<file path="config.mk">
export PLATFORM = sky130hd
export DESIGN_NAME = delta_patch_applier_top
export DESIGN_NICKNAME = d
export VERILOG_FILES = /design/src/rtl/dpa_pkg.sv /design/src/rtl/dpa_core.sv /design/src/rtl/delta_patch_applier_top.sv
export VERILOG_INCLUDE_DIRS = /design/src /design/src/rtl
export SDC_FILE = /design/constraint.sdc
export NUM_CORES = 2
export LEC_CHECK = 0
export BUFFER_PORTS_ARGS = -buffer_cell sky130_fd_sc_hd__buf_2
export CORE_MARGIN = 3
export CORE_UTILIZATION = 57
export CTS_CLUSTER_DIAMETER = 150
export DETAILED_ROUTE_END_ITERATION = 10
export PLACE_DENSITY = 0.76
export RECOVER_POWER = 100
export SLEW_MARGIN = 20
export SYNTH_ARGS = -nofsm -noshare
export SYNTH_HDL_FRONTEND = slang
export SYNTH_SLANG_ARGS = --single-unit
</file>
<file path="constraint.sdc">
create_clock -name clk -period 9 [get_ports clk]
set_input_delay 0.9 -clock clk [delete_from_list [all_inputs] [get_ports clk]]
set_output_delay 0.9 -clock clk [all_outputs]
set_load 0.005 [all_outputs]
</file>
<file path="src/rtl/delta_patch_applier_top_macros.svh">
// ----------------------------------------------------------------------------
// Delta patch applier assertion macros
// Concurrent assertion wrappers; empty when SYNTHESIS is defined.
// ----------------------------------------------------------------------------
`ifndef DELTA_PATCH_APPLIER_TOP_MACROS_SVH
`define DELTA_PATCH_APPLIER_TOP_MACROS_SVH

`ifndef SYNTHESIS

// check while out of reset
`define DPA_ASSERT(lbl, clk, rst_n, prop, msg) \
  lbl: assert property (@(posedge clk) disable iff (!rst_n) (prop)) else $error(msg);

// check that also covers reset itself
`define DPA_ASSERT_RST(lbl, clk, prop, msg) \
  lbl: assert property (@(posedge clk) (prop)) else $error(msg);

`else

`define DPA_ASSERT(lbl, clk, rst_n, prop, msg)
`define DPA_ASSERT_RST(lbl, clk, prop, msg)

`endif

`endif

</file>
<file path="src/rtl/dpa_pkg.sv">
// ----------------------------------------------------------------------------
// Delta patch applier package
// Phase and status codes, register indexes and item/result types.
// ----------------------------------------------------------------------------
package dpa_pkg;

  typedef enum logic [2:0] {
    PH_MAGIC,
    PH_SIZE,
    PH_ENTRY,
    PH_DIFF,
    PH_EXTRA,
    PH_DONE
  } phase_t;

  typedef enum logic [2:0] {
    ST_BUSY,
    ST_OK,
    ST_BAD_MAGIC,
    ST_SIZE_MISMATCH,
    ST_EARLY_END,
    ST_RANGE_ERR
  } status_t;

  localparam int CFG_IDX_W = 1;

  typedef enum logic [CFG_IDX_W-1:0] {
    CFG_MAGIC_WORD,
    CFG_OLD_IMAGE_SIZE
  } cfg_idx_t;

  localparam int CFG_DATA_W = 64;
  localparam int OLD_SIZE_W = 32;
  localparam int OLD_ADDR_W = 32;

  typedef struct packed {
    logic [7:0] patch_byte;
    logic       patch_end;
    logic [7:0] old_byte;
  } item_t;

  typedef struct packed {
    logic [7:0]            new_byte;
    logic                  new_valid;
    logic [OLD_ADDR_W-1:0] old_address;
    logic [2:0]            status;
  } result_t;

endpackage

</file>
<file path="src/rtl/dpa_core.sv">
// ----------------------------------------------------------------------------
// Delta patch applier core
// Patch state registers and the single-pass update for one patch byte.
// ----------------------------------------------------------------------------
module dpa_core #(
  parameter int OLD_ADDR_BITS = 32
) (
  input  logic                                clk,
  input  logic                                rst_n,
  input  logic                                step,
  input  dpa_pkg::item_t                      item,
  input  logic [dpa_pkg::CFG_DATA_W-1:0]      magic_word,
  input  logic [dpa_pkg::OLD_SIZE_W-1:0]      old_image_size,
  output dpa_pkg::result_t                    res
);

  localparam int POS_W = OLD_ADDR_BITS + 1;
  localparam logic [63:0] ADDR_SPACE = 64'd1 << OLD_ADDR_BITS;

  dpa_pkg::phase_t  phase_r, phase_nxt;
  dpa_pkg::status_t status_r, status_nxt;
  logic [4:0]       cnt_r, cnt_nxt;
  logic [63:0]      shift_r, shift_nxt;
  logic [63:0]      exp_size_r, exp_size_nxt;
  logic [63:0]      diff_r, diff_nxt;
  logic [63:0]      extra_r, extra_nxt;
  logic [63:0]      seek_r, seek_nxt;
  logic [POS_W-1:0] pos_r, pos_nxt;
  logic [63:0]      written_r, written_nxt;

  logic [63:0]      shifted;
  logic [4:0]       cnt_inc;
  logic             byte8, byte16, byte24;
  logic             all_zero;
  logic [63:0]      size64, lim64;
  logic [POS_W-1:0] lim;
  logic [POS_W-1:0] pos_inc;
  logic             diff_err, diff_last, extra_last;
  logic [63:0]      seg_seek;
  logic [POS_W-1:0] seg_pos;
  logic [64:0]      seek_sum;
  logic             seg_diff_nz, seg_extra_nz, seek_err;
  logic             seg_fail, seg_apply;
  dpa_pkg::phase_t  seg_phase;
  logic [7:0]       nb;
  logic             nv;
  logic [63:0]      pos64;

  assign shifted  = {shift_r[55:0], item.patch_byte};
  assign cnt_inc  = cnt_r + 5'd1;
  assign byte8    = (cnt_inc == 5'd8);
  assign byte16   = (cnt_inc == 5'd16);
  assign byte24   = (cnt_inc == 5'd24);
  assign all_zero = (diff_r == 64'd0) && (extra_r == 64'd0) && (shifted == 64'd0);

  // old image limit: configured size, capped by the address space
  assign size64 = 64'(old_image_size);
  assign lim64  = (size64 < ADDR_SPACE) ? size64 : ADDR_SPACE;
  assign lim    = lim64[POS_W-1:0];

  assign pos_inc    = pos_r + POS_W'(1);
  assign diff_err   = (pos_r >= lim);
  assign diff_last  = (diff_r == 64'd1);
  assign extra_last = (extra_r == 64'd1);

  // segment advance: diff, then extra, then apply the relative seek
  assign seg_diff_nz  = (phase_r == dpa_pkg::PH_ENTRY) && (diff_r != 64'd0);
  assign seg_extra_nz = ((phase_r == dpa_pkg::PH_ENTRY) || (phase_r == dpa_pkg::PH_DIFF))
                        && (extra_r != 64'd0);
  assign seg_seek = (phase_r == dpa_pkg::PH_ENTRY) ? shifted : seek_r;
  assign seg_pos  = (phase_r == dpa_pkg::PH_DIFF) ? pos_inc : pos_r;
  assign seek_sum = {seg_seek[63], seg_seek} + 65'(seg_pos);
  assign seek_err = (seg_pos > lim) || seek_sum[64] || (seek_sum[63:0] > lim64);

  assign seg_fail  = !seg_diff_nz && !seg_extra_nz && seek_err;
  assign seg_apply = !seg_diff_nz && !seg_extra_nz && !seek_err;
  assign seg_phase = seg_diff_nz  ? dpa_pkg::PH_DIFF  :
                     seg_extra_nz ? dpa_pkg::PH_EXTRA :
                     seek_err     ? dpa_pkg::PH_DONE  : dpa_pkg::PH_ENTRY;

  // next phase and final status
  always_comb begin
    phase_nxt  = phase_r;
    status_nxt = status_r;
    if (phase_r != dpa_pkg::PH_DONE) begin
      if (item.patch_end) begin
        phase_nxt  = dpa_pkg::PH_DONE;
        status_nxt = dpa_pkg::ST_EARLY_END;
      end else begin
        case (phase_r)
          dpa_pkg::PH_MAGIC: begin
            if (byte8) begin
              if (shifted != magic_word) begin
                phase_nxt  = dpa_pkg::PH_DONE;
                status_nxt = dpa_pkg::ST_BAD_MAGIC;
              end else begin
                phase_nxt = dpa_pkg::PH_SIZE;
              end
            end
          end
          dpa_pkg::PH_SIZE: begin
            if (byte8) begin
              phase_nxt = dpa_pkg::PH_ENTRY;
            end
          end
          dpa_pkg::PH_ENTRY: begin
            if (byte24) begin
              if (all_zero) begin
                phase_nxt  = dpa_pkg::PH_DONE;
                status_nxt = (written_r == exp_size_r) ? dpa_pkg::ST_OK
                                                       : dpa_pkg::ST_SIZE_MISMATCH;
              end else begin
                phase_nxt = seg_phase;
                if (seg_fail) begin
                  status_nxt = dpa_pkg::ST_RANGE_ERR;
                end
              end
            end
          end
          dpa_pkg::PH_DIFF: begin
            if (diff_err) begin
              phase_nxt  = dpa_pkg::PH_DONE;
              status_nxt = dpa_pkg::ST_RANGE_ERR;
            end else if (diff_last) begin
              phase_nxt = seg_phase;
              if (seg_fail) begin
                status_nxt = dpa_pkg::ST_RANGE_ERR;
              end
            end
          end
          dpa_pkg::PH_EXTRA: begin
            if (extra_last) begin
              phase_nxt = seg_phase;
              if (seg_fail) begin
                status_nxt = dpa_pkg::ST_RANGE_ERR;
              end
            end
          end
          default: begin
            phase_nxt  = dpa_pkg::PH_DONE;
            status_nxt = dpa_pkg::ST_EARLY_END;
          end
        endcase
      end
    end
  end

  // field assembly, counters, old position and output byte
  always_comb begin
    cnt_nxt      = cnt_r;
    shift_nxt    = shift_r;
    exp_size_nxt = exp_size_r;
    diff_nxt     = diff_r;
    extra_nxt    = extra_r;
    seek_nxt     = seek_r;
    pos_nxt      = pos_r;
    written_nxt  = written_r;
    nb           = 8'd0;
    nv           = 1'b0;
    if ((phase_r != dpa_pkg::PH_DONE) && !item.patch_end) begin
      case (phase_r)
        dpa_pkg::PH_MAGIC, dpa_pkg::PH_SIZE: begin
          shift_nxt = shifted;
          cnt_nxt   = cnt_inc;
          if (byte8) begin
            shift_nxt = 64'd0;
            cnt_nxt   = 5'd0;
            if (phase_r == dpa_pkg::PH_SIZE) begin
              exp_size_nxt = shifted;
            end
          end
        end
        dpa_pkg::PH_ENTRY: begin
          shift_nxt = shifted;
          cnt_nxt   = cnt_inc;
          if (byte8) begin
            diff_nxt = shifted;
          end
          if (byte16) begin
            extra_nxt = shifted;
          end
          if (byte24) begin
            seek_nxt  = shifted;
            shift_nxt = 64'd0;
            cnt_nxt   = 5'd0;
            if (!all_zero && seg_apply) begin
              pos_nxt = seek_sum[POS_W-1:0];
            end
          end
        end
        dpa_pkg::PH_DIFF: begin
          if (!diff_err) begin
            nb          = item.old_byte + item.patch_byte;
            nv          = 1'b1;
            pos_nxt     = pos_inc;
            written_nxt = written_r + 64'd1;
            diff_nxt    = diff_r - 64'd1;
            if (diff_last && seg_apply) begin
              pos_nxt = seek_sum[POS_W-1:0];
            end
          end
        end
        dpa_pkg::PH_EXTRA: begin
          nb          = item.patch_byte;
          nv          = 1'b1;
          written_nxt = written_r + 64'd1;
          extra_nxt   = extra_r - 64'd1;
          if (extra_last && seg_apply) begin
            pos_nxt = seek_sum[POS_W-1:0];
          end
        end
        default: begin
        end
      endcase
    end
  end

  always_ff @(posedge clk) begin
    if (!rst_n) begin
      phase_r    <= dpa_pkg::PH_MAGIC;
      status_r   <= dpa_pkg::ST_BUSY;
      cnt_r      <= 5'd0;
      shift_r    <= 64'd0;
      exp_size_r <= 64'd0;
      diff_r     <= 64'd0;
      extra_r    <= 64'd0;
      seek_r     <= 64'd0;
      pos_r      <= '0;
      written_r  <= 64'd0;
    end else if (step) begin
      phase_r    <= phase_nxt;
      status_r   <= status_nxt;
      cnt_r      <= cnt_nxt;
      shift_r    <= shift_nxt;
      exp_size_r <= exp_size_nxt;
      diff_r     <= diff_nxt;
      extra_r    <= extra_nxt;
      seek_r     <= seek_nxt;
      pos_r      <= pos_nxt;
      written_r  <= written_nxt;
    end
  end

  assign pos64           = 64'(pos_nxt);
  assign res.new_byte    = nb;
  assign res.new_valid   = nv;
  assign res.old_address = pos64[dpa_pkg::OLD_ADDR_W-1:0];
  assign res.status      = status_nxt;

endmodule

</file>
<file path="src/rtl/delta_patch_applier_top.sv">
// ----------------------------------------------------------------------------
// Delta patch applier top level
// Input register, patch core, result register and configuration registers.
// ----------------------------------------------------------------------------
// Usage:
//   Program magic_word (index 0) and old_image_size (index 1) on the cfg_
//   port while idle; cfg_ready is always high. Then stream the patch one byte
//   per in_ transfer. With each byte, supply in_old_byte read from the old
//   image at the out_old_address of the previous result (address 0 at first).
//   Every input transfer yields exactly one result transfer with new_byte,
//   new_valid, old_address and status (0 while busy, then the final code).
//   Each byte passes the input register, the core and the result register.
//   Throughput: one byte per cycle unless out_stall holds the result; the core
//   updates every patch counter and the old position in a single pass
//   between the input and result registers.
//   The input register doubles as a skid stage: in_stall rises only when it
//   is full and the result register is held by out_stall.
//   Reset clears the pipeline, the patch state and both configuration
//   registers; the next stream starts with the magic bytes.
// ----------------------------------------------------------------------------
`include "delta_patch_applier_top_macros.svh"

module delta_patch_applier_top #(
  parameter int OLD_ADDR_BITS = 32
) (
  input  logic                                clk,
  input  logic                                rst_n,
  input  logic                                in_valid,
  output logic                                in_stall,
  input  logic [7:0]                          in_patch_byte,
  input  logic                                in_patch_end,
  input  logic [7:0]                          in_old_byte,
  output logic                                out_valid,
  input  logic                                out_stall,
  output logic [7:0]                          out_new_byte,
  output logic                                out_new_valid,
  output logic [dpa_pkg::OLD_ADDR_W-1:0]      out_old_address,
  output logic [2:0]                          out_status,
  input  logic                                cfg_valid,
  output logic                                cfg_ready,
  input  logic [dpa_pkg::CFG_IDX_W-1:0]       cfg_index,
  input  logic [dpa_pkg::CFG_DATA_W-1:0]      cfg_data
);

  logic                               in_valid_r, in_valid_nxt;
  dpa_pkg::item_t                     item_r;
  logic                               out_valid_r, out_valid_nxt;
  dpa_pkg::result_t                   res_r;
  dpa_pkg::result_t                   core_res;
  logic [dpa_pkg::CFG_DATA_W-1:0]     magic_r;
  logic [dpa_pkg::OLD_SIZE_W-1:0]     old_size_r;
  logic                               out_free;
  logic                               adv;
  logic                               in_take;
  logic                               cfg_wr;

  assign out_free = !out_valid_r || !out_stall;
  assign adv      = in_valid_r && out_free;
  assign in_stall = in_valid_r && !out_free;
  assign in_take  = in_valid && !in_stall;

  always_comb begin
    in_valid_nxt = in_valid_r;
    if (in_take) begin
      in_valid_nxt = 1'b1;
    end else if (adv) begin
      in_valid_nxt = 1'b0;
    end
  end

  always_comb begin
    out_valid_nxt = out_valid_r;
    if (adv) begin
      out_valid_nxt = 1'b1;
    end else if (out_valid_r && !out_stall) begin
      out_valid_nxt = 1'b0;
    end
  end

  always_ff @(posedge clk) begin
    if (!rst_n) begin
      in_valid_r  <= 1'b0;
      out_valid_r <= 1'b0;
    end else begin
      in_valid_r  <= in_valid_nxt;
      out_valid_r <= out_valid_nxt;
    end
  end

  // payload registers: load on transfer, hold otherwise
  always_ff @(posedge clk) begin
    if (in_take) begin
      item_r.patch_byte <= in_patch_byte;
      item_r.patch_end  <= in_patch_end;
      item_r.old_byte   <= in_old_byte;
    end
    if (adv) begin
      res_r <= core_res;
    end
  end

  assign cfg_ready = 1'b1;
  assign cfg_wr    = cfg_valid && cfg_ready;

  always_ff @(posedge clk) begin
    if (!rst_n) begin
      magic_r    <= '0;
      old_size_r <= '0;
    end else if (cfg_wr) begin
      if (cfg_index == dpa_pkg::CFG_MAGIC_WORD) begin
        magic_r <= cfg_data;
      end
      if (cfg_index == dpa_pkg::CFG_OLD_IMAGE_SIZE) begin
        old_size_r <= cfg_data[dpa_pkg::OLD_SIZE_W-1:0];
      end
    end
  end

  dpa_core #(
    .OLD_ADDR_BITS(OLD_ADDR_BITS)
  ) u_core (
    .clk           (clk),
    .rst_n         (rst_n),
    .step          (adv),
    .item          (item_r),
    .magic_word    (magic_r),
    .old_image_size(old_size_r),
    .res           (core_res)
  );

  assign out_valid       = out_valid_r;
  assign out_new_byte    = res_r.new_byte;
  assign out_new_valid   = res_r.new_valid;
  assign out_old_address = res_r.old_address;
  assign out_status      = res_r.status;

  `DPA_ASSERT_RST(a_reset_empty, clk, !rst_n |=> !out_valid_r,
                  "result valid after reset")
  `DPA_ASSERT(a_result_from_item, clk, rst_n,
              $rose(out_valid_r) |-> $past(in_valid_r),
              "result without a held item")
  // a byte may still go out with the range error raised by the seek after it
  `DPA_ASSERT(a_byte_status, clk, rst_n,
              (out_valid_r && res_r.new_valid) |->
              (res_r.status == dpa_pkg::ST_BUSY || res_r.status == dpa_pkg::ST_RANGE_ERR),
              "output byte with an unexpected final status")
  `DPA_ASSERT(a_final_sticks, clk, rst_n,
              (adv && res_r.status != dpa_pkg::ST_BUSY) |=>
              (res_r.status == $past(res_r.status)),
              "final status changed")

endmodule

</file>
* After elaboration in Yosys (flattened, before gate mapping)
Index checks and enable logic that the tools add are counted.
Operators by class: add/sub/neg operators 7, $mul 0, div/mod/pow operators 0, order comparisons 4, equal/unequal tests 23, shift operators 0, multiplexer cells 56, bitwise operators 1, reduce and logical (&&, ||, !) cells 52
Operator list (number):
- $pmux 64 s2 | 3
- $mux 64 | 5
- $mux 33 | 7
- $logic_not 64->1 | 3
- $eq 64x1->1 const B | 2
- $reduce_bool 64->1 | 2
- $sub 64x1->64 const B | 2
- $mux 56 | 2
- $pmux 56 s2 | 1
- $pmux 33 s3 | 1
- $mux 3 | 22
- $add 64x34->65 | 1
- $add 64x1->64 const B | 1
- $eq 64x64->1 | 1
- $gt 64x64->1 | 1
- $ne 64x64->1 | 1
- $add 33x1->33 const B | 1
- $ge 33x33->1 | 1
- $gt 33x33->1 | 1
- $lt 32x33->1 const B | 1
- $mux 32 | 1
- $pmux 3 s5 | 2
- $pmux 8 s2 | 1
- $logic_and 1x1->1 | 15
- other kinds (30) | 65
Storage, ports and cells: bits in registers 579, latch bits 0, bits in writable memories 0, ROM bits 0, output and inout bits 47, logic and storage cells 165, memories kept 0

* Logic depth before layout (Yosys ltp)
depth in word-level cells 12, mapped depth 38

* Hierarchy
From an unflattened synthesis, not the netlist that was laid out.
Second synthesis, totals: cells, all modules 4567, area total of the unflattened synthesis 35032.3 sq um
Modules (own cells, without submodules):
- dpa_core | instances 1, cells an instance 4113, area each 29330.6 sq um, seq. area each 8408.1 sq um
- delta_patch_applier_top | instances 1, cells an instance 454, area each 5701.7 sq um, seq. area each 3793.6 sq um

* Worst setup path after synthesis
No wires, ideal clock.
path kind register to register, start point register u_core.phase_r[0], end point register res_r, in the netlist out_old_address[2] (data pin), library setup time 0.259 ns, arrival 8.163 ns, required time 8.741 ns, setup slack 0.578 ns, stages on the path, launching flop included 38, path buffers 10, path through dfxtp_1 -> or3b_1 -> buf_4 -> clkbuf_1 -> buf_2 -> buf_1 -> clkbuf_1 -> clkbuf_1 -> buf_1 -> buf_1 -> nand2_1 -> nand2_1 -> ha_1 -> inv_1 -> fa_1 -> nand2b_1 -> a21oi_1 -> o2111ai_1 -> (+2 left out) -> o31ai_1 -> xor2_1 -> ha_1 -> nand4_1 -> nor4_1 -> nand3_1 -> o311ai_0 -> o2111ai_1 -> or4_1 -> or4_1 -> nor4_1 -> and3_1 -> buf_6 -> a31oi_4 -> nor2_4 -> nand2_2 -> buf_2 -> a211o_1
RTL lines:
- start, declared | line dpa_core.sv:20 | dpa_pkg::phase_t phase_r, phase_nxt;
- start signal, assigned | line dpa_core.sv:220 | phase_r <= dpa_pkg::PH_MAGIC;
- start signal, assigned | line dpa_core.sv:231 | phase_r <= phase_nxt;
- end signal, assigned | line delta_patch_applier_top.sv:98 | res_r <= core_res;
- end, declared | line delta_patch_applier_top.sv:48 | dpa_pkg::result_t res_r;

==> impl_results.md <==
* Crit path arrival time at roughly 9 ns
* Gp weighted congestion at ~1.0
* Layout cells sized above 1 at around 8.4%
* Worst setup EP type: flip-flop
* Post-synthesis sequential area ratio at 34.9%
* Die extent in x at roughly 250 um
* Final HPWL DP at between 90000 and 100000 um
* CP Class: reg2reg
* Power Dens Cells at approximately 170 mW/mm^2
* Static Leak at 14.5 nW
* Crit path to: out_old_address[23]$_DFFE_PP_
* Cell area after synthesis at about 0.035 sq mm
* Fmax achieved at around 0.12 GHz
* Syn Nets at about 5000
* Synth Warn # at 0
* Synth area leader: dfxtp_1
* Unrepaired setup endpoints after global routing: no
* Vias in the first global route at around 32000
* HP Class: in2reg
* Max-slew headroom at -197%
* Max Root-Sink Buffers at 3
* DRT iter0 DRCs at between 5000 and 6000
* Initial antenna violation count at 3
* Total negative setup slack at 0 ns
* R2R setup slack at approximately 0.38 ns
* Worst-Margin Slew at approximately 4.5 ns
* Worst vdd ir at 0.239 mV
* Most numerous cell in the Yosys netlist: nand2_1
* Top cells by instance count after synthesis: 881 x nand2_1, 518 x dfxtp_1, 474 x a21oi_1, 447 x nor2_1, 314 x clkbuf_1
* # nets final at between 4000 and 5000
* Clock latency on the worst-skew pair at approximately 0.63 ns
* CP Launch Point: u_core.pos_r[0]$_SDFFE_PN0P_
* Global Route Usage Sum at a little over 40%
* Post-synth EDFFs at 61
* Synth top area share at between 20 and 30%
* Clock Sinks at just under 600
* Tmin final at ~8.6 ns
* Die height at between 200 and 300 um
* Worst R2R End: out_old_address[23]$_DFFE_PP_
* Post-Syn Area per Cell at 7.48 sq um
* Final WS setup at between 0.3 and 0.4 ns
* Async SR Flop Fraction at 0%
* Row cnt at 90
* # Max-Cap Violations at 10
* DR pass1 iterations at 8
* Clk_skew at between 0.02 and 0.025 ns
* Initial Utilization at 57.8%
* CP Data Required Time at about 9.4 ns
* H-tree levels at 3
* DR WL/cell at ~25 um
* Vias per cell at 6.60
* Synth area leaders: dfxtp_1 30%, nand2_1 9.4%, a21oi_1 6.8%
* Post-Synthesis Cells at 4681
* Clock slew seen by the registers of the worst setup and hold paths at around 0.06 ns
* R2R cell count at 31
* Layout area overhead at 10.7%
* Core Area at between 0.06 and 0.07 sq mm
* Max Slew Vio Count at approximately 800
* Delay of the slowest cell on the worst path at 0.54 ns
* Port Buffers at roughly 130
* RR Startpoint: u_core.pos_r[0]$_SDFFE_PN0P_
* Total gr overflow at 0
* Setup repair bufs after CTS at 0
* CTS tree: yes
* Final setup violation count at 0
* Violated checks: max-capacitance violations, max-slew violations
* Clock root cell: clkbuf_16
* Die area at around 0.064 sq mm
* Final hold violations at 0
* Startpoint types: flip-flop
* Pin count of the biggest net entering global routing at 209
* Routed WL at 137000 um
* Post-synth cell types at 93
* I/O pin count at ~130
* Period utilisation layout at 95.8%
* Top FF cell, synth: dfxtp_1
* Outcome: finished, violations left
* Fill cells at approximately 5500
* Worst-path cell with the longest stage delay: or4_1
* Final ANT Viol Nets at 0
* Place WS at around 0.044 ns
* DR vias at roughly 36000
* Yosys reg bits at ~580
* First-pass GRT wire length at a little over 200000 um
* CTS Buf Count at 66
* # DRC at 0
* Crit path max fanout at 14
-- through the flow --
stage	power (W)	util, %	hold WS, ns	cells	cell area, sq um
after floorplan	0.00333	-	0.431	4681	35000
after CTS	0.00642	64.1	0.421	5511	38800
after global routing	0.00662	63.9	0.432	5512	38700
after global placement	0.00365	60.4	0.442	5394	36600
final	0.00645	64.0	0.448	5513	38700
after detailed placement	0.00366	60.4	0.447	5394	36600
-- cell families after synthesis --
group / synth area share, %
buffers and inverters: 4.93
other: 0.0107
muxes: 0.811
and+or+nand+nor: 25.5
adders and majority gates: 5.26
DFF: 34.9
AOI/OAI and AO/OA: 21.1
xor gates and xnor gates: 7.56
-- area by class of cell --
cell class | count | area, sq um | area share, %
Clock inverter | 25 | 379 | 0.978
Timing Repair Buffer | 282 | 1710 | 4.40
Tap cell | 782 | 978 | 2.53
Clock buffer | 92 | 1860 | 4.80
Sequential cell | 579 | 12200 | 31.5
Multi-Input combinational cell | 3650 | 21200 | 54.8
Antenna cell | 1 | 2.50 | 0.00646
Inverter | 102 | 390 | 1.01
-- metal layers --
metal	wire length, um	GRT usage (%)
met1	54500	56.5
met2	57100	59.9
met3	18200	11.0
met4	6840	18.8
met5	0	0
-- state kept, by name, indices dropped and copies added, names as in the netlist, 5 cells and up --
signal,cells
u_core.exp_size_r,64
out_old_address,32
u_core.extra_r,64
u_core.written_r,64
u_core.cnt_r,5
u_core.shift_r,56
u_core.diff_r,64
u_core.seek_r,64
item_r,17
old_size_r,32
magic_r,64
u_core.pos_r,33
out_new_byte,8
-- critical path: cells and delay by family, from the launching register on --
family	cells	cell delay, ns
AND/OR/NAND/NOR	17	4.65
AO/OA/AOI/OAI	6	1.21
buffers and inverters	3	0.51
flip-flops	1	0.47
adder cells (fa/ha/maj)	3	0.95
XOR/XNOR	2	0.57
-- power breakdown --
group | internal [W] | switching (W) | total (W)
combinational | 0.000298 | 0.000637 | 0.000934
clock | 0.00164 | 0.00117 | 0.00280
sequential | 0.00266 | 0.0000499 | 0.00271
-- cells in the final DEF (no fill, tap or decap), types with 10 or more instances in the layout --
cell type,synthesis,layout
a31oi_1,25,24
a221oi_1,15,13
xor2_1,101,101
a41oi_1,10,10
nor2b_1,16,15
and4_1,14,14
o2bb2ai_1,25,25
dfxtp_1,518,518
or3_1,40,39
a21oi_1,474,472
o32ai_1,12,12
buf_2,8,106
nor3_1,97,97
mux2i_1,25,25
o22ai_1,31,31
nor4_1,74,71
edfxtp_1,61,61
clkbuf_1,314,58
or2_2,12,12
and2_1,20,13
ha_1,144,144
a21o_1,52,52
o21a_1,13,13
nor2_1,447,442
nand2_1,881,879
o31ai_1,16,16
buf_4,2,127
inv_1,100,100
a211oi_1,48,48
nand3_1,136,135
a32oi_1,14,14
xnor2_1,201,200
a22oi_1,109,109
nand4_1,129,129
o211ai_1,22,22
nand2b_1,20,19
clkbuf_16,0,67
or4_1,21,21
o21ai_0,228,229
and3_1,41,41
-- repair_timing --
action,4_1_cts,5_1_grt
hold buffers,0,0
gates resized for setup,0,16
setup endpoints to repair,0,73
-- how the worst min path moves through the flow --
| stage | start | end | slack [ns] | cells past startpoint |
|---|---|---|---|---|
| final | in_patch_end | item_r[8]$_DFFE_PP_ | 0.45 | 1 |
| after global routing | in_patch_byte[6] | item_r[15]$_DFFE_PP_ | 0.43 | 1 |
| after floorplan | u_core.diff_r[27]$_SDFFE_PN0P_ | u_core.diff_r[27]$_SDFFE_PN0P_ | 0.43 | 2 |
| after detailed placement | u_core.seek_r[3]$_SDFFE_PN0P_ | u_core.seek_r[3]$_SDFFE_PN0P_ | 0.45 | 2 |
| after global placement | old_size_r[1]$_SDFFE_PN0P_ | old_size_r[1]$_SDFFE_PN0P_ | 0.44 | 2 |
| after CTS | in_patch_end | item_r[8]$_DFFE_PP_ | 0.42 | 1 |
(Power assumes the default switching activity.)
